`config.mk`:
```
export PLATFORM = sky130hd
export DESIGN_NAME = survey_mean_median_mode_core
export DESIGN_NICKNAME = d
export VERILOG_FILES = /design/src/hdl/smmm_pkg.sv /design/src/hdl/smmm_seq.sv /design/src/hdl/smmm_dp.sv /design/src/hdl/survey_mean_median_mode_core.sv
export SDC_FILE = /design/constraint.sdc
export NUM_CORES = 1
export LEC_CHECK = 0
export ABC_AREA = 0
export BUFFER_PORTS_ARGS = -buffer_cell sky130_fd_sc_hd__clkbuf_2
export CELL_PAD_IN_SITES_DETAIL_PLACEMENT = 0
export CELL_PAD_IN_SITES_GLOBAL_PLACEMENT = 1
export CORE_AREA = 5 5 126 176
export DETAILED_ROUTE_END_ITERATION = 7
export DIE_AREA = 0 0 131 181
export GPL_TIMING_DRIVEN = 1
export PLACE_DENSITY = 0.82
export SLEW_MARGIN = 10
export SYNTH_ARGS = -nofsm -noshare
export SYNTH_HDL_FRONTEND = slang
export SYNTH_SLANG_ARGS = --single-unit
```
`constraint.sdc`:
```
create_clock -name clk -period 5.5 [get_ports clk]
set_input_delay 0.825 -clock clk [delete_from_list [all_inputs] [get_ports clk]]
set_output_delay 0.825 -clock clk [all_outputs]
set_load 0.01 [all_outputs]
```
`src/hdl/smmm_pkg.sv`:
```
// smmm_pkg: shared constants, control word types and the microprogram rom
// for the survey mean/median/mode core; no dependencies
package smmm_pkg;

	localparam int MAX_ITEMS   = 128;
	localparam int NUM_RATINGS = 9;
	localparam int Q_FRAC      = 8;

	localparam int RATING_W = 4;
	localparam int TOTAL_W  = $clog2(MAX_ITEMS * NUM_RATINGS + 1);
	localparam int COUNT_W  = $clog2(MAX_ITEMS + 1);
	localparam int FREQ_W   = COUNT_W;
	localparam int MEAN_W   = 12;
	localparam int HIDX_W   = $clog2(NUM_RATINGS);
	localparam int DVD_W    = TOTAL_W + Q_FRAC;
	localparam int DCNT_W   = $clog2(DVD_W);
	localparam int STEP_W   = 3;

	typedef logic [STEP_W-1:0] step_t;

	localparam step_t ST_IDLE = 3'd0;
	localparam step_t ST_ACC  = 3'd1;
	localparam step_t ST_INIT = 3'd2;
	localparam step_t ST_SCAN = 3'd3;
	localparam step_t ST_DIV  = 3'd4;
	localparam step_t ST_EMIT = 3'd5;
	localparam step_t ST_CLR  = 3'd6;

	typedef enum logic [2:0] {
		C_NEVER     = 3'd0,
		C_ALWAYS    = 3'd1,
		C_NO_ACCEPT = 3'd2,
		C_NOT_LAST  = 3'd3,
		C_SCAN_MORE = 3'd4,
		C_DIV_MORE  = 3'd5,
		C_OUT_FULL  = 3'd6
	} cond_t;

	typedef struct packed {
		logic take;
		logic acc;
		logic init;
		logic scan;
		logic div;
		logic emit;
		logic clr;
	} ctrl_t;

	typedef struct packed {
		logic accept;
		logic last;
		logic scan_more;
		logic div_more;
		logic out_full;
	} stat_t;

	typedef struct packed {
		ctrl_t act;
		cond_t cond;
		step_t target;
	} uword_t;

	function automatic uword_t ucode(input step_t step);
		uword_t w;
		w = '0;
		w.cond = C_ALWAYS;
		w.target = ST_IDLE;
		case (step)
			ST_IDLE: begin
				w.act.take = 1'b1;
				w.cond = C_NO_ACCEPT;
				w.target = ST_IDLE;
			end
			ST_ACC: begin
				w.act.acc = 1'b1;
				w.cond = C_NOT_LAST;
				w.target = ST_IDLE;
			end
			ST_INIT: begin
				w.act.init = 1'b1;
				w.cond = C_NEVER;
			end
			ST_SCAN: begin
				w.act.scan = 1'b1;
				w.cond = C_SCAN_MORE;
				w.target = ST_SCAN;
			end
			ST_DIV: begin
				w.act.div = 1'b1;
				w.cond = C_DIV_MORE;
				w.target = ST_DIV;
			end
			ST_EMIT: begin
				w.act.emit = 1'b1;
				w.cond = C_OUT_FULL;
				w.target = ST_EMIT;
			end
			ST_CLR: begin
				w.act.clr = 1'b1;
				w.cond = C_ALWAYS;
				w.target = ST_IDLE;
			end
			default: begin
				w.cond = C_ALWAYS;
				w.target = ST_IDLE;
			end
		endcase
		return w;
	endfunction

endpackage

```
`src/hdl/smmm_seq.sv`:
```
// smmm_seq: step counter and microprogram rom with conditional jumps
// depends on smmm_pkg
module smmm_seq
	import smmm_pkg::*;
(
	input  logic  clk,
	input  logic  arst_n,
	input  stat_t stat,
	output ctrl_t ctrl
);

	step_t  pc_q;
	uword_t uw;
	logic   jump;

	assign uw   = ucode(pc_q);
	assign ctrl = uw.act;

	always_comb begin
		unique case (uw.cond)
			C_NEVER:     jump = 1'b0;
			C_ALWAYS:    jump = 1'b1;
			C_NO_ACCEPT: jump = !stat.accept;
			C_NOT_LAST:  jump = !stat.last;
			C_SCAN_MORE: jump = stat.scan_more;
			C_DIV_MORE:  jump = stat.div_more;
			C_OUT_FULL:  jump = stat.out_full;
			default:     jump = 1'b1;
		endcase
	end

	always_ff @(posedge clk or negedge arst_n) begin
		if (!arst_n) begin
			pc_q <= ST_IDLE;
		end else if (jump) begin
			pc_q <= uw.target;
		end else begin
			pc_q <= pc_q + step_t'(1);
		end
	end

endmodule

```
`src/hdl/smmm_dp.sv`:
```
// smmm_dp: histogram, running total and count, scan unit, restoring divider
// and output register, driven by the control word; depends on smmm_pkg
module smmm_dp
	import smmm_pkg::*;
(
	input  logic                clk,
	input  logic                arst_n,
	input  ctrl_t               ctrl,
	output stat_t               stat,
	input  logic                in_valid,
	input  logic [RATING_W-1:0] in_rating,
	input  logic                in_last,
	input  logic                out_ready,
	output logic                out_valid,
	output logic [TOTAL_W-1:0]  out_total,
	output logic [COUNT_W-1:0]  out_count,
	output logic [MEAN_W-1:0]   out_mean,
	output logic [RATING_W-1:0] out_median,
	output logic [RATING_W-1:0] out_mode,
	output logic [FREQ_W-1:0]   out_freq,
	output logic                out_ovf
);

	logic [FREQ_W-1:0]   hist_q [NUM_RATINGS];
	logic [TOTAL_W-1:0]  total_q;
	logic [COUNT_W-1:0]  count_q;
	logic                dropped_q;
	logic                out_valid_q;

	logic [RATING_W-1:0] rating_q;
	logic                last_q;
	logic [HIDX_W-1:0]   idx_q;
	logic [COUNT_W-1:0]  cum_q;
	logic                found_q;
	logic [RATING_W-1:0] med_q;
	logic [RATING_W-1:0] mval_q;
	logic [FREQ_W-1:0]   mfreq_q;
	logic [DVD_W-1:0]    dvd_q;
	logic [COUNT_W-1:0]  rem_q;
	logic [DCNT_W-1:0]   dcnt_q;

	logic                accept;
	logic                rating_ok;
	logic                full;
	logic [HIDX_W-1:0]   ra_idx;
	logic [HIDX_W-1:0]   rd_idx;
	logic [FREQ_W-1:0]   h;
	logic                hist_we;
	logic [HIDX_W-1:0]   wr_idx;
	logic [FREQ_W-1:0]   wr_data;
	logic [COUNT_W-1:0]  cum_d;
	logic [RATING_W-1:0] idx_rating;
	logic [COUNT_W:0]    rem_sh;
	logic                ge;
	logic [COUNT_W-1:0]  rem_d;
	logic                out_full;
	logic                load_out;

	assign accept     = in_valid && ctrl.take;
	assign rating_ok  = (rating_q != '0) && (rating_q <= RATING_W'(NUM_RATINGS));
	assign full       = (count_q == COUNT_W'(MAX_ITEMS));
	assign ra_idx     = HIDX_W'(rating_q - RATING_W'(1));
	assign rd_idx     = ctrl.scan ? idx_q : ra_idx;
	assign h          = hist_q[rd_idx];
	assign hist_we    = (ctrl.acc && rating_ok && !full) || ctrl.scan;
	assign wr_idx     = rd_idx;
	assign wr_data    = ctrl.scan ? '0 : h + FREQ_W'(1);
	assign cum_d      = cum_q + COUNT_W'(h);
	assign idx_rating = RATING_W'(idx_q) + RATING_W'(1);
	assign rem_sh     = {rem_q, dvd_q[DVD_W-1]};
	assign ge         = rem_sh >= {1'b0, count_q};
	assign rem_d      = ge ? COUNT_W'(rem_sh - {1'b0, count_q}) : COUNT_W'(rem_sh);
	assign out_full   = out_valid_q && !out_ready;
	assign load_out   = ctrl.emit && !out_full;

	assign stat.accept    = accept;
	assign stat.last      = last_q;
	assign stat.scan_more = (idx_q != HIDX_W'(NUM_RATINGS - 1));
	assign stat.div_more  = (dcnt_q != DCNT_W'(DVD_W - 1));
	assign stat.out_full  = out_full;

	assign out_valid = out_valid_q;

	always_ff @(posedge clk or negedge arst_n) begin
		if (!arst_n) begin
			for (int i = 0; i < NUM_RATINGS; i++) begin
				hist_q[i] <= '0;
			end
		end else if (hist_we) begin
			hist_q[wr_idx] <= wr_data;
		end
	end

	always_ff @(posedge clk or negedge arst_n) begin
		if (!arst_n) begin
			total_q     <= '0;
			count_q     <= '0;
			dropped_q   <= 1'b0;
			out_valid_q <= 1'b0;
		end else begin
			if (ctrl.acc && rating_ok) begin
				if (!full) begin
					total_q <= total_q + TOTAL_W'(rating_q);
					count_q <= count_q + COUNT_W'(1);
				end else begin
					dropped_q <= 1'b1;
				end
			end
			if (ctrl.clr) begin
				total_q   <= '0;
				count_q   <= '0;
				dropped_q <= 1'b0;
			end
			if (load_out) begin
				out_valid_q <= 1'b1;
			end else if (out_ready) begin
				out_valid_q <= 1'b0;
			end
		end
	end

	always_ff @(posedge clk) begin
		if (accept) begin
			rating_q <= in_rating;
			last_q   <= in_last;
		end
		if (ctrl.init) begin
			idx_q   <= '0;
			cum_q   <= '0;
			found_q <= 1'b0;
			med_q   <= '0;
			mval_q  <= '0;
			mfreq_q <= '0;
			dvd_q   <= {total_q, Q_FRAC'(0)};
			rem_q   <= '0;
			dcnt_q  <= '0;
		end
		if (ctrl.scan) begin
			idx_q <= idx_q + HIDX_W'(1);
			cum_q <= cum_d;
			if (!found_q && (cum_d > (count_q >> 1))) begin
				found_q <= 1'b1;
				med_q   <= idx_rating;
			end
			if (h > mfreq_q) begin
				mfreq_q <= h;
				mval_q  <= idx_rating;
			end
		end
		if (ctrl.div) begin
			rem_q  <= rem_d;
			dvd_q  <= {dvd_q[DVD_W-2:0], ge};
			dcnt_q <= dcnt_q + DCNT_W'(1);
		end
		if (load_out) begin
			out_total  <= total_q;
			out_count  <= count_q;
			out_mean   <= (count_q == '0) ? '0 : dvd_q[MEAN_W-1:0];
			out_median <= med_q;
			out_mode   <= mval_q;
			out_freq   <= mfreq_q;
			out_ovf    <= dropped_q;
		end
	end

endmodule

```
`src/hdl/survey_mean_median_mode_core.sv`:
```
// survey_mean_median_mode_core: top level, microcoded sequencer plus datapath
// depends on smmm_pkg, smmm_seq and smmm_dp
//
// usage:
//   s_axis carries one rating word per transfer, tlast closes a data set.
//   m_axis carries one result word per data set.
//   a rating word is taken in the idle step, and the histogram, total and count
//   are updated in the acc step, so s_axis_tready is low while a word is counted.
//   after the word with tlast the program scans the 9 histogram bins (the bins
//   are zeroed as they are read) and runs a restoring divider for the mean (one
//   quotient bit per cycle).
//   the result is loaded in the emit step after the divider; a clear step
//   then resets total, count and overflow before the next set starts.
//   the result sits in an output register, so the next set may stream in
//   while it waits; a second result stalls the program until m_axis_tready.
//   out-of-range ratings are ignored, ratings past 128 are dropped and set
//   overflow. an empty set gives zeros with overflow as seen.
//   reset clears the histogram, total, count, overflow flag and output valid.
module survey_mean_median_mode_core
	import smmm_pkg::*;
(
	input  logic        clk,
	input  logic        arst_n,
	input  logic        s_axis_tvalid,
	output logic        s_axis_tready,
	input  logic [7:0]  s_axis_tdata,  // rating[3:0], zero [7:4]
	input  logic        s_axis_tlast,
	output logic        m_axis_tvalid,
	input  logic        m_axis_tready,
	output logic [47:0] m_axis_tdata   // total[10:0], item_count[18:11], mean_q8[30:19],
	                                   // median_value[34:31], mode_value[38:35],
	                                   // mode_frequency[46:39], overflow[47]
);

	ctrl_t               ctrl;
	stat_t               stat;
	logic [TOTAL_W-1:0]  total;
	logic [COUNT_W-1:0]  item_count;
	logic [MEAN_W-1:0]   mean_q8;
	logic [RATING_W-1:0] median_value;
	logic [RATING_W-1:0] mode_value;
	logic [FREQ_W-1:0]   mode_frequency;
	logic                overflow;

	smmm_seq u_seq (
		.clk    (clk),
		.arst_n (arst_n),
		.stat   (stat),
		.ctrl   (ctrl)
	);

	smmm_dp u_dp (
		.clk        (clk),
		.arst_n     (arst_n),
		.ctrl       (ctrl),
		.stat       (stat),
		.in_valid   (s_axis_tvalid),
		.in_rating  (s_axis_tdata[RATING_W-1:0]),
		.in_last    (s_axis_tlast),
		.out_ready  (m_axis_tready),
		.out_valid  (m_axis_tvalid),
		.out_total  (total),
		.out_count  (item_count),
		.out_mean   (mean_q8),
		.out_median (median_value),
		.out_mode   (mode_value),
		.out_freq   (mode_frequency),
		.out_ovf    (overflow)
	);

	assign s_axis_tready = ctrl.take;
	assign m_axis_tdata  = {overflow, mode_frequency, mode_value, median_value,
		mean_q8, item_count, total};

`ifndef SYNTHESIS
	a_one_word_then_busy: assert property (@(posedge clk) disable iff (!arst_n)
		s_axis_tvalid && s_axis_tready |=> !s_axis_tready)
		else $error("input taken in two consecutive cycles");

	a_emit_sets_valid: assert property (@(posedge clk) disable iff (!arst_n)
		ctrl.emit && !stat.out_full |=> m_axis_tvalid)
		else $error("result load did not raise m_axis_tvalid");

	a_valid_only_from_emit: assert property (@(posedge clk) disable iff (!arst_n)
		$rose(m_axis_tvalid) |-> $past(ctrl.emit))
		else $error("m_axis_tvalid rose without a result load");
`endif

endmodule

```
==> impl_results.rst, run 1 <==
.. list-table::
   :header-rows: 1

   * - Metric
     - Value
   * - Total of endpoints with negative setup slack in the final report
     - 0
   * - Global placement routability congestion
     - 0.819
   * - Critical path class
     - reg2reg
   * - Post-Syn Instances
     - about 800
   * - Crit path max-delay family
     - compound AO/OA/AOI/OAI gates
   * - Overall routed net length
     - 21000 µm
   * - Count of cell types in the netlist
     - 65
   * - Final total negative setup slack
     - 0 ns
   * - TritonRoute pass-1 iters
     - 4
   * - Number of warning messages in the yosys log
     - 0
   * - Ratio of total power to cell area
     - 473 nW/µm²
   * - Class of the tightest hold or removal check
     - in2async
   * - Area growth, synth to finish
     - 13.5%
   * - Crit-path cells
     - ha_1 -> ha_1 -> and2b_1 -> a21oi_4 -> mux4_2 -> a222oi_1 -> inv_1 -> ha_1 -> a21oi_1 -> o21ai_0 -> a21o_1 -> a21oi_1 -> xnor2_1 -> ha_1 -> o22ai_1 -> a21oi_1 -> o21ai_2 -> mux2i_1
   * - Layout cell share with drive strength beyond 1
     - 0.202
   * - Final HPWL from detailed placement
     - 14800 µm
   * - Run status
     - finished clean
   * - Number of endpoints with negative hold slack in the final report
     - 0
   * - Clock buffer count from CTS
     - 21
   * - EDFF count, synth
     - 97
   * - Placeable core region
     - 20300 µm²
   * - Post-CTS setup-driven buffer insertion count
     - 0
   * - Finished Layout Cells
     - 1152
   * - Vias per cell
     - around 5.6
   * - Final min period
     - about 5 ns
   * - Fin Clk Skew
     - 0.0172 ns
   * - Most Frequent Cell on Critical Path
     - ha_1
   * - Crit path launch type
     - flop
   * - Number of nets still failing antenna checks after routing
     - 0
   * - Number of gates given a new drive strength after cts
     - 0
   * - Flip-flop and latch count after synthesis
     - 210
   * - Violation count after the first detailed-route iteration
     - 300
   * - Syn Std Cell Area
     - roughly 10000 µm²
   * - CTS clock-pin slew for the worst setup and hold paths
     - 0.06 ns
   * - Chip Height
     - between 150 and 200 µm
   * - CTS tree
     - done
   * - Leakage
     - 5.01 nW
   * - Clock tree root driver cell
     - clkbuf_16
   * - Fill cells
     - about 1700
   * - Max-Cap Viols
     - 0
   * - Total routing resource utilization after global routing
     - 0.181
   * - Critical path buffers and inverters
     - 1
   * - Sinks on the clock net
     - 210
   * - Via count of the first global-routing pass
     - approximately 6600
   * - Area fraction of the dominant cell type after synthesis
     - 0.290
   * - First-pass GRT wire length
     - 34400 µm
   * - Synth area leaders
     - edfxtp_1, dfrtp_1, ha_1
   * - Crit share post-route
     - 0.926
   * - Final Util
     - 0.561
   * - Register Area
     - 5660 µm²
   * - Insertion delay to the later sink of the worst-skew pair
     - 0.50 ns
   * - Slowest stage cell, crit path
     - mux4_2
   * - Number of H-tree levels
     - 1
   * - Die area
     - 23700 µm²
   * - Post-synthesis sequential area ratio
     - 0.563
   * - Number of nets in the synthesized netlist
     - 878
   * - Routed wirelength normalized by instance count
     - 18.2 µm
   * - Core Rows
     - 62
   * - Maximum operating frequency
     - 196 MHz
   * - Antenna fix cells
     - 0
   * - CP Data Arrival Time
     - 5.51 ns
   * - Main synth FF type
     - edfxtp_1
   * - Number of primary I/O pins
     - 63
   * - Area occupied by multi-input gates
     - about 4100 µm²
   * - Worst slew margin
     - 0.413
   * - Total placed cells including tap cells
     - 1115
   * - Hold buffer count at cts
     - 0
   * - Overall via count from detail_route
     - 6435
   * - Crit path capture type
     - flop
   * - Setup repair after global routing missed its margin
     - false
   * - Antenna violations before repair
     - 0
   * - Count of unresolved DRC violations after routing
     - 0
   * - Die width
     - 131 µm
   * - Maximum number of pins on one net before global-route repair
     - 53
   * - Average size of a mapped cell
     - 12.4 µm²
   * - Effective utilization at floorplan
     - 0.494
   * - Cell type contributing the most total cell area after synthesis
     - edfxtp_1
   * - Number of pins exceeding their max-slew limit in the final report
     - 0
   * - Worst ir drop on vdd
     - 0.244 mV
   * - Worst slew pin tran
     - 0.877 ns
   * - Remaining global-route overflow
     - 0
   * - Port bufs
     - between 50 and 60
   * - Buffer depth of the longest clock path
     - 3
   * - Crit Path Max Fanout
     - 12
   * - Async set or reset register ratio after synthesis
     - 0.457
   * - Longest individual stage delay on the worst path
     - 0.56 ns
   * - Net count of the finished layout
     - approximately 950
   * - Required time reported for the critical path endpoint
     - 5.92 ns
[through the flow]
| step | worst slack (ns) | cell area, µm² | hold slack [ns] | total power [mW] |
|---|---|---|---|---|
| global route | 0.0201 | 11400 | 0.353 | 5.74 |
| CTS | 0.358 | 11400 | 0.318 | 5.44 |
| detailed placement | 0.384 | 10700 | 0.427 | 3.97 |
| global placement | 0.445 | 10700 | 0.417 | 3.94 |
| finish | 0.410 | 11400 | 0.311 | 5.39 |
| floorplan | 0.585 | 10000 | 0.408 | 3.44 |
[cell type report]
| type | instances | share of cell area |
|---|---|---|
| Sequential cell | 210 | 0.496 |
| Multi-Input combinational cell | 528 | 0.361 |
| Clock buffer | 26 | 0.0522 |
| Timing Repair Buffer | 79 | 0.0395 |
| Tap cell | 256 | 0.0281 |
| Inverter | 42 | 0.0138 |
| Clock inverter | 11 | 0.00977 |
[report_power, final]
| group | leakage, nW | internal, mW | total [mW] | switching (mW) |
|---|---|---|---|---|
| Clock | 0.354 | 0.864 | 1.46 | 0.601 |
| Sequential | 2.36 | 2.03 | 2.23 | 0.195 |
| Combinational | 2.30 | 0.670 | 1.70 | 1.03 |
[worst reg2reg max path: stages (launching register included)]
cell and delay (ns):
dfrtp_1 0.41, ha_1 0.23, ha_1 0.26, and2b_1 0.24
a21oi_4 0.40, mux4_2 0.57, a222oi_1 0.40, inv_1 0.26
ha_1 0.36, a21oi_1 0.14, o21ai_0 0.14, a21o_1 0.22
a21oi_1 0.17, xnor2_1 0.17, ha_1 0.28, o22ai_1 0.16
a21oi_1 0.09, o21ai_2 0.31, mux2i_1 0.22
[sequential cells by signal, summed over array words and instances (netlist names), 3 cells and up]
name	cells
u_dp.rem_q	8
u_dp.out_freq	8
u_dp.mfreq_q	8
u_dp.out_mean	12
u_dp.out_mode	4
u_seq.pc_q	3
u_dp.total_q	11
u_dp.out_total	11
u_dp.med_q	4
u_dp.mval_q	4
u_dp.cum_q	8
u_dp.idx_q	4
u_dp.dcnt_q	5
u_dp.out_count	8
u_dp.dvd_q	19
u_dp.hist_q	72
u_dp.rating_q	4
u_dp.out_median	4
u_dp.count_q	8
[path summary, 6_finish.rpt]
path	cells after the start	from	slack, ns	to
min	1	arst_n	0.31	u_dp.hist_q[54]
min in group clk	0	u_dp.mval_q[1]	0.44	u_dp.out_mode[1]
max	18	u_seq.pc_q[0]	0.41	u_dp.med_q[3]
max reg2reg	18	u_seq.pc_q[0]	0.41	u_dp.med_q[3]
min reg2reg	0	u_dp.mval_q[1]	0.44	u_dp.out_mode[1]
max in group asynchronous	2	arst_n	4.04	u_dp.total_q[2]
[kinds of logic after synthesis]
kind of cell | Yosys count | share of synthesized area
mux | 71 | 0.0954
fa+ha+maj | 54 | 0.0695
simple gates | 225 | 0.110
xor+xnor | 35 | 0.0328
buf+inv | 73 | 0.0292
flops | 210 | 0.563
compound gates | 143 | 0.0996
[cell usage in the layout, fill, tap and decap left out, types with 9 or more instances in the layout]
cell / n
a21o_1: 9
a21oi_1: 24
a22o_1: 27
and2_1: 10
buf_4: 22
clkbuf_16: 22
clkbuf_2: 57
dfrtp_1: 96
dfxtp_1: 17
edfxtp_1: 97
ha_1: 51
inv_1: 40
mux2_1: 9
mux2_2: 29
mux2i_1: 17
mux4_2: 16
nand2_1: 74
nand3_1: 23
nand4_1: 10
nor2_1: 45
nor2b_1: 23
o21ai_0: 42
xnor2_1: 17
xor2_1: 15
[cells in the mapped netlist (2+ instances only)]
library cell and number:
dfrtp_1 96, inv_2 2, a21boi_0 3, mux2_1 9
nand3_1 23, mux4_2 16, a21o_1 9, inv_1 40
o31ai_1 3, fa_1 3, xor2_1 15, mux2i_1 17
o211a_1 2, and2_1 10, xnor2_2 3, buf_4 2
ha_1 51, and3_1 8, a22o_1 27, o21ai_2 2
buf_2 3, clkbuf_1 24, nand2b_1 8, mux2_2 29
o21ai_0 42, nor2_1 45, dfxtp_1 17, nor4_1 4
a21oi_1 24, a211oi_1 3, nor3_1 7, nand2_1 75
a222oi_1 5, xnor2_1 17, a221oi_1 2, edfxtp_1 97
nor2b_1 24, a31oi_1 3, nand4_1 10, o21a_1 5
a211o_1 2
[routing by layer]
metal	vias up	track usage	wire length (µm)
met2	87	0.319	10900
met5	-	0	0
met3	32	0.0204	661
li1	3085	-	-
met1	3231	0.229	8800
met4	0	0.0576	578
Note: power is estimated with default switching activity, not from simulation.
==> run 2, diff against run 1 <==
--- a/config.mk
+++ b/config.mk
@@ -6,15 +6,17 @@
 export NUM_CORES = 1
 export LEC_CHECK = 0
 export ABC_AREA = 0
-export BUFFER_PORTS_ARGS = -buffer_cell sky130_fd_sc_hd__clkbuf_2
 export CELL_PAD_IN_SITES_DETAIL_PLACEMENT = 0
 export CELL_PAD_IN_SITES_GLOBAL_PLACEMENT = 1
-export CORE_AREA = 5 5 126 176
+export CORE_AREA = 5 5 124 173
 export DETAILED_ROUTE_END_ITERATION = 7
-export DIE_AREA = 0 0 131 181
+export DIE_AREA = 0 0 129 178
+export DONT_BUFFER_PORTS = 1
 export GPL_TIMING_DRIVEN = 1
-export PLACE_DENSITY = 0.82
+export HOLD_SLACK_MARGIN = 0.03
+export PLACE_DENSITY = 0.81
 export SLEW_MARGIN = 10
 export SYNTH_ARGS = -nofsm -noshare
 export SYNTH_HDL_FRONTEND = slang
+export SYNTH_HIERARCHICAL = 1
 export SYNTH_SLANG_ARGS = --single-unit
==> impl_results.rst, run 2 <==
.. list-table::
   :header-rows: 1

   * - Metric
     - Value
   * - Run status
     - finished clean
   * - Final HPWL from detailed placement
     - 15300 µm (+3.2%)
   * - TritonRoute pass-1 iters
     - 5 (+1)
   * - Die area
     - 23000 µm² (-3.2%)
   * - CTS tree
     - done
   * - Maximum number of pins on one net before global-route repair
     - 97 (+83%)
   * - Adder-Cell Fraction of Synth Area
     - 0.0667 (-0.00282)
   * - Main synth FF type
     - edfxtp_1
   * - Required time reported for the critical path endpoint
     - 5.90 ns (-0.02 ns)
   * - Final Util
     - 0.564 (+0.00266)
   * - Maximum operating frequency
     - 198 MHz (+1.0%)
   * - Number of flip-flops in the largest register
     - 72 (unchanged)
   * - Area occupied by multi-input gates
     - 4110 µm² (unchanged)
   * - Met1 track utilization from global routing
     - 0.219 (-0.00931)
   * - Critical path class
     - reg2reg
   * - Final total negative setup slack
     - 0 ns (unchanged)
   * - Flip-flop and latch count after synthesis
     - 210 (unchanged)
   * - Area fraction of the dominant cell type after synthesis
     - 0.289 (-0.00144)
   * - Average size of a mapped cell
     - 12.5 µm² (+0.87%)
   * - Number of H-tree levels
     - 1 (unchanged)
   * - Placeable core region
     - 19700 µm² (-3.1%)
   * - Number of endpoints with negative hold slack in the final report
     - 0 (unchanged)
   * - Violation count after the first detailed-route iteration
     - 384 (+28%)
   * - First-pass GRT wire length
     - 34700 µm (+1.0%)
   * - Die width
     - 129 µm (-1.5%)
   * - Post-synthesis mux area share
     - 0.109 (+0.0137)
   * - Port bufs
     - 0 (-100%)
   * - Layout cell share with drive strength beyond 1
     - 0.137 (-0.0653)
   * - Overall via count from detail_route
     - 6279 (-2.4%)
   * - Setup repair after global routing missed its margin
     - false
   * - Sinks on the clock net
     - 210 (unchanged)
   * - Final min period
     - 5.04 ns (-0.0514 ns)
   * - Design internal power
     - 3.62 mW (+1.4%)
   * - Via count of the first global-routing pass
     - 6710 (+2.4%)
   * - Compound-Gate Fraction of Synth Area
     - 0.0890 (-0.0105)
   * - Number of nets in the synthesized netlist
     - 873 (-0.57%)
   * - Number of primary I/O pins
     - 63 (unchanged)
   * - Sw power
     - 1.89 mW (+3.8%)
   * - Routed wirelength normalized by instance count
     - 19.7 µm (+8.3%)
   * - Cell type contributing the most total cell area after synthesis
     - edfxtp_1
   * - Cell with the most instances after synthesis
     - edfxtp_1
   * - Total routing resource utilization after global routing
     - 0.190 (+0.00921)
   * - Effective utilization at floorplan
     - 0.513 (+0.0184)
   * - Register Area
     - 5660 µm² (unchanged)
   * - Count of unresolved DRC violations after routing
     - 0 (unchanged)
   * - EDFF count, synth
     - 97 (unchanged)
   * - Worst slew margin
     - 0.236 (-0.177)
   * - CTS clock-pin slew for the worst setup and hold paths
     - 0.07 ns (about the same)
   * - Class of the tightest hold or removal check
     - in2async
   * - Leakage
     - 4.74 nW (-5.6%)
   * - Chip Height
     - 178 µm (-1.7%)
   * - Area growth, synth to finish
     - 9.97%
   * - Clock tree root driver cell
     - clkbuf_16
   * - Fraction of synthesized cell area in xor and xnor cells
     - 0.0324 (-0.000410)
   * - Async set or reset register ratio after synthesis
     - 0.457 (unchanged)
   * - Worst ir drop on vdd
     - 0.273 mV (+12%)
   * - Synth area leaders
     - edfxtp_1, dfrtp_1, ha_1
   * - Count of cell types in the netlist
     - 66 (+1.5%)
   * - Number of nets still failing antenna checks after routing
     - 0 (unchanged)
   * - Commonest cells post-synth
     - edfxtp_1, dfrtp_1, nand2_1
   * - Total of endpoints with negative setup slack in the final report
     - 0 (unchanged)
   * - Switching share of power
     - 0.344 (+0.00524)
   * - Clock buffer count from CTS
     - 21 (unchanged)
   * - Commonest cells after routing, fill and taps aside
     - edfxtp_1, dfrtp_1, nand2_1
   * - Crit path launch type
     - flop
   * - Most common cell after layout, fill and taps aside
     - edfxtp_1
   * - Combinational share of power
     - 0.320 (+0.005)
   * - Post-CTS setup-driven buffer insertion count
     - 0 (unchanged)
   * - Vias per cell
     - 5.78 (+3.5%)
   * - Antenna fix cells
     - 0 (unchanged)
   * - Overall routed net length
     - 21400 µm (+2.1%)
   * - Fill cells
     - 1585 (-8.0%)
   * - Insertion delay to the later sink of the worst-skew pair
     - 0.51 ns (about the same)
   * - Number of warning messages in the yosys log
     - 6 (+6)
   * - Crit share post-route
     - 0.916 (-0.00934)
   * - Fin Clk Skew
     - 0.0242 ns (+0.00704 ns)
   * - Core Rows
     - 61 (-1.6%)
   * - Max-Cap Viols
     - 0 (unchanged)
   * - Syn Std Cell Area
     - 10100 µm² (+0.50%)
   * - Share of total power in the clock network
     - 0.253 (-0.019)
   * - Post-synthesis sequential area ratio
     - 0.560 (-0.00279)
   * - GRT busiest layer
     - met2
   * - Main combinational cell family by area after synthesis
     - multiplexers
   * - Crit path capture type
     - flop
   * - Register name with the most flops
     - u_dp/hist_q
   * - CP Data Arrival Time
     - 5.43 ns (-0.08 ns)
   * - Registers with the highest flip-flop counts
     - u_dp/hist_q: 72 flops, u_dp/dvd_q: 19 flops, u_dp/out_mean: 12 flops
   * - Met2 capacity usage during global routing
     - 0.355 (+0.0366)
   * - Crit Path Max Fanout
     - 13 (+1)
   * - Global placement routability congestion
     - 0.872 (+6.5%)
   * - Antenna violations before repair
     - 0 (unchanged)
   * - Worst slew pin tran
     - 1.15 ns (+0.268 ns)
   * - Net count of the finished layout
     - 884 (-6.8%)
   * - Area fraction in and, or, nand and nor cells after synthesis
     - 0.109 (-0.00179)
   * - Sequential Power Share
     - 0.427 (+0.014)
   * - Number of pins exceeding their max-slew limit in the final report
     - 0 (unchanged)
   * - Ratio of total power to cell area
     - 497 nW/µm² (+5.0%)
   * - Post-Syn Instances
     - 808 (-0.37%)
   * - Buffer depth of the longest clock path
     - 3 (unchanged)
   * - Global Route met3 Usage
     - 0.0279 (+0.00748)
   * - Remaining global-route overflow
     - 0 (unchanged)
## run 2: changes by cell type after synthesis, sizes merged, moves of 5 or more
cell   previous run  this run
a22o             27        18
and2             10        20
and3              9         3
buf               7        12
mux2             38        46
nand2            75        55
nor2             46        56
o21ai            45        37
xor2             15         9
## run 2: layer usage
| layer | wire [µm] | vias to the layer above | part of all wire |
|---|---|---|---|
| li1 | - | 2949 | - |
| met5 | 0 | - | 0 |
| met1 | 8420 | 3133 | 0.39 |
| met2 | 11600 | 140 | 0.54 |
| met4 | 638 | 0 | 0.030 |
| met3 | 756 | 57 | 0.035 |
## run 2: cell type report
class / instances / area share
well taps: 252 / 0.0284
repair buffers: 21 / 0.0160
flip-flops and latches: 210 / 0.510
clock buffers: 26 / 0.0490
clock inverters: 12 / 0.0107
inverters: 47 / 0.0159
multi-input cells: 518 / 0.370
## run 2: worst paths after layout
path	depth (start not counted)	end	start	slack [ns]
setup reg to reg	23	u_dp/med_q[1]	u_seq/pc_q[2]	0.46
min in group clk	0	u_dp/last_q	s_axis_tlast	0.42
hold / removal	1	u_dp/total_q[2]	arst_n	0.25
max in group asynchronous	1	u_dp/hist_q[39]	arst_n	4.85
hold reg to reg	0	u_dp/out_median[1]	u_dp/med_q[1]	0.43
setup / recovery	23	u_dp/med_q[1]	u_seq/pc_q[2]	0.46
## run 2: cells by family (layout without fill, tap and decap cells)
| group | count (synthesis) | count (layout) |
|---|---|---|
| buffers and inverters | 80 | 106 |
| adder cells (fa/ha/maj) | 52 | 52 |
| flip-flops | 210 | 210 |
| XOR/XNOR | 34 | 34 |
| multiplexers | 82 | 82 |
| AO/OA/AOI/OAI | 130 | 130 |
| AND/OR/NAND/NOR | 220 | 220 |
## run 2: timing repair
action / 4_1_cts / 5_1_grt
endpoints found under the setup margin: 0 / 5
hold buffers: 1 / 0
gates resized for setup: 0 / 3
hold endpoints to repair: 96 / 0
## run 2: stage by stage
| step | worst slack (ns) | power [mW] | instances | hold slack, ns | area (µm²) |
|---|---|---|---|---|---|
| 2_1_floorplan | 0.492 | 3.62 | 808 | 0.401 | 10100 |
| 3_3_place_gp | 0.263 | 4.02 | 1047 | 0.412 | 10400 |
| 3_5_place_dp | 0.211 | 4.12 | 1047 | 0.410 | 10400 |
| 4_1_cts | 0.195 | 5.54 | 1086 | 0.262 | 11100 |
| 5_1_grt | 0.0844 | 5.86 | 1086 | 0.280 | 11100 |
| 6_report | 0.461 | 5.51 | 1086 | 0.246 | 11100 |
## run 2: critical path: stages, from the launching register on
cell and delay [ns]:
dfrtp_1 0.47, inv_1 0.12, ha_1 0.30, buf_4 0.18
nand2_1 0.04, o21ai_1 0.11, buf_4 0.26, buf_4 0.24
mux4_2 0.31, mux2i_1 0.19, o21a_1 0.20, clkinv_1 0.12
ha_1 0.33, a21o_1 0.19, a21oi_1 0.21, o21bai_1 0.09
a21oi_1 0.18, xnor2_1 0.15, ha_1 0.28, nand4_1 0.09
o22a_1 0.16, o31ai_2 0.10, a21oi_4 0.24, mux2_2 0.37
## run 2: power groups by stage
stage	Combinational [mW]	Clock [mW]	Sequential (mW)
after floorplan	1.32	0	2.30
after global placement	1.65	0	2.36
after detailed placement	1.73	0	2.39
after CTS	1.76	1.43	2.36
after global routing	1.97	1.50	2.40
final	1.76	1.40	2.35
==> run 3, diff against run 2 <==
--- a/config.mk
+++ b/config.mk
@@ -12,7 +12,7 @@
 export DETAILED_ROUTE_END_ITERATION = 7
 export DIE_AREA = 0 0 129 178
 export DONT_BUFFER_PORTS = 1
-export GPL_TIMING_DRIVEN = 1
+export GPL_TIMING_DRIVEN = 0
 export HOLD_SLACK_MARGIN = 0.03
 export PLACE_DENSITY = 0.81
 export SLEW_MARGIN = 10
==> impl_results.rst, run 3 (same netlist as run 2, synthesis figures left out) <==
.. list-table::
   :header-rows: 1

   * - Metric
     - Value
   * - TritonRoute pass-1 iters
     - 6 (+1)
   * - Critical path class
     - reg2reg
   * - Number of primary I/O pins
     - 63 (unchanged)
   * - Reg2Reg Capture Point
     - u_dp/med_q[1]
   * - Crit path capture type
     - flop
   * - Violation count after the first detailed-route iteration
     - 387 (+0.78%)
   * - Setup repair after global routing missed its margin
     - false
   * - Run status
     - finished clean
   * - Pre-CTS setup slack
     - -1.07 ns (-1.28 ns)
   * - Registers with the highest flip-flop counts
     - u_dp/hist_q: 72 flops, u_dp/dvd_q: 19 flops, u_dp/out_mean: 12 flops
   * - Number of H-tree levels
     - 1 (unchanged)
   * - Setup slack of the most critical reg-to-reg path
     - 0.23 ns (-0.23 ns)
   * - Die width
     - 129 µm (unchanged)
   * - Port bufs
     - 0 (unchanged)
   * - Final min period
     - 5.27 ns (+0.231 ns)
   * - Overall routed net length
     - 23300 µm (+8.7%)
   * - Clock buffer count from CTS
     - 21 (unchanged)
   * - Number of endpoints with negative hold slack in the final report
     - 0 (unchanged)
   * - Commonest cells after routing, fill and taps aside
     - edfxtp_1, dfrtp_1, nand2_1, nor2_1, ha_1
   * - Finished Cell Area
     - 11300 µm² (+1.8%)
   * - Buffer depth of the longest clock path
     - 3 (unchanged)
   * - Fill cells
     - 1560 (-1.6%)
   * - CTS tree
     - done
   * - Number of flip-flops in the largest register
     - 72 (unchanged)
   * - Worst R2R Path Depth
     - 26 (+13%)
   * - Number of nets still failing antenna checks after routing
     - 0 (unchanged)
   * - Max-Cap Viols
     - 0 (unchanged)
   * - Clock tree root driver cell
     - clkbuf_16
   * - Area growth, synth to finish
     - 12.0%
   * - Total routing resource utilization after global routing
     - 0.204 (+0.0141)
   * - Slowest stage cell, crit path
     - mux4_2
   * - Crit share post-route
     - 0.958 (+0.0421)
   * - Placeable core region
     - 19700 µm² (unchanged)
   * - Required time reported for the critical path endpoint
     - 5.90 ns (about the same)
   * - Net count of the finished layout
     - 906 (+2.5%)
   * - Via count of the first global-routing pass
     - 6894 (+2.7%)
   * - Final setup margin
     - 0.230 ns (-0.231 ns)
   * - Class of the tightest hold or removal check
     - in2async
   * - First-pass GRT wire length
     - 36800 µm (+6.0%)
   * - Global placement routability congestion
     - 0.881 (+0.99%)
   * - Register name with the most flops
     - u_dp/hist_q
   * - Vias per cell
     - 5.88 (+1.7%)
   * - Sinks on the clock net
     - 210 (unchanged)
   * - Fin Clk Skew
     - 0.0195 ns (-0.00472 ns)
   * - Maximum number of pins on one net before global-route repair
     - 97 (unchanged)
   * - Die area
     - 23000 µm² (unchanged)
   * - Worst ir drop on vdd
     - 0.374 mV (+37%)
   * - Longest individual stage delay on the worst path
     - 0.55 ns (+0.08 ns)
   * - Number of pins exceeding their max-slew limit in the final report
     - 0 (unchanged)
   * - Core Rows
     - 61 (unchanged)
   * - Reg2reg start
     - u_seq/pc_q[0]
   * - Ratio of total power to cell area
     - 511 nW/µm² (+3.0%)
   * - Final HPWL from detailed placement
     - 16600 µm (+8.6%)
   * - Power consumption
     - 5.78 mW (+4.9%)
   * - Maximum operating frequency
     - 190 MHz (-4.4%)
   * - Worst slew margin
     - 0.332 (+0.0953)
   * - Insertion delay to the later sink of the worst-skew pair
     - 0.51 ns (about the same)
   * - Chip Height
     - 178 µm (unchanged)
   * - Effective utilization at floorplan
     - 0.513 (unchanged)
   * - Count of unresolved DRC violations after routing
     - 0 (unchanged)
   * - Final total negative setup slack
     - 0 ns (unchanged)
   * - Layout cell share with drive strength beyond 1
     - 0.141 (+0.00466)
   * - Antenna fix cells
     - 0 (unchanged)
   * - CP Data Arrival Time
     - 5.67 ns (+0.24 ns)
   * - Remaining global-route overflow
     - 0 (unchanged)
   * - Routed wirelength normalized by instance count
     - 21.0 µm (+6.5%)
   * - Most common cell after layout, fill and taps aside
     - edfxtp_1
   * - CTS clock-pin slew for the worst setup and hold paths
     - 0.07 ns (about the same)
   * - Worst slew pin tran
     - 0.993 ns (-0.152 ns)
   * - Leakage
     - 4.82 nW (+1.7%)
   * - Placement Cell Area
     - 10400 µm² (+0.36%)
   * - Crit Path Max Fanout
     - 10 (-3)
   * - Overall via count from detail_route
     - 6514 (+3.7%)
   * - Total of endpoints with negative setup slack in the final report
     - 0 (unchanged)
   * - Crit path launch type
     - flop
   * - Antenna violations before repair
     - 0 (unchanged)
## run 3: changes by cell type in the layout (fill, tap and decap cells not counted), moves of 3 or more
| cell | previous run | this run |
|---|---|---|
| a21oi_1 | 21 | 18 |
| a21oi_2 | 0 | 4 |
| buf_4 | 20 | 13 |
| bufinv_16 | 2 | 5 |
| clkbuf_1 | 5 | 26 |
## run 3: how the worst max path moves through the flow
stage | from | end | slack [ns] | cells after the start
floorplan | u_seq/pc_q[0] | u_dp/med_q[1] | 0.49 | 25
global placement | u_seq/pc_q[0] | u_dp/med_q[1] | -1.12 | 20
detailed placement | u_seq/pc_q[0] | u_dp/med_q[1] | -1.07 | 20
CTS | u_seq/pc_q[0] | u_dp/med_q[3] | 0.09 | 24
global route | u_seq/pc_q[0] | u_dp/med_q[3] | 0.02 | 24
finish | u_seq/pc_q[0] | u_dp/med_q[1] | 0.23 | 26
## run 3: metrics by stage
| step | hold WS (ns) | util | std cells |
|---|---|---|---|
| 3_5_place_dp | 0.414 | 0.530 | 1061 |
| 5_1_grt | 0.264 | 0.574 | 1108 |
| 4_1_cts | 0.260 | 0.572 | 1108 |
| 2_1_floorplan | 0.401 | - | 808 |
| 6_report | 0.248 | 0.574 | 1108 |
| 3_3_place_gp | 0.412 | 0.529 | 1060 |
## run 3: critical path, delay by kind of cell (launching register included)
kind	cells	cell delay [ns]
adder cells (fa/ha/maj)	5	1.14
AND/OR/NAND/NOR	2	0.21
buffers and inverters	7	0.86
AO/OA/AOI/OAI	9	1.48
flip-flops	1	0.42
XOR/XNOR	1	0.16
multiplexers	2	0.90
## run 3: cell type report
type | count | area (µm²) | area share
Inverter | 47 | 178 | 0.0157
Multi-Input combinational cell | 518 | 4120 | 0.365
Buffer | 33 | 181 | 0.0161
Clock inverter | 11 | 191 | 0.0169
Clock buffer | 27 | 548 | 0.0485
Tap cell | 252 | 315 | 0.0279
Sequential cell | 210 | 5660 | 0.500
Timing Repair Buffer | 10 | 108 | 0.00952
## run 3: where the power goes
part	switching, mW	total, mW	internal [mW]
sequential	0.258	2.36	2.10
combinational	1.13	1.87	0.745
clock	0.604	1.55	0.945
total	1.99	5.78	3.79
## run 3: metal layers
| metal | routed length [µm] | GRT usage | vias to the layer above |
|---|---|---|---|
| met3 | 1060 | 0.0306 | 51 |
| met1 | 8410 | 0.223 | 3293 |
| met5 | 0 | 0 | - |
| met4 | 776 | 0.0823 | 0 |
| li1 | - | - | 2989 |
| met2 | 13000 | 0.388 | 181 |
## run 3: what timing repair did
item | in CTS | in global routing
hold buffers | 1 | 0
endpoints found under the hold margin | 96 | 0
setup buffers | 8 | 0
gates resized for setup | 4 | 10
pin swaps | 4 | 3
setup endpoints to repair | 27 | 12
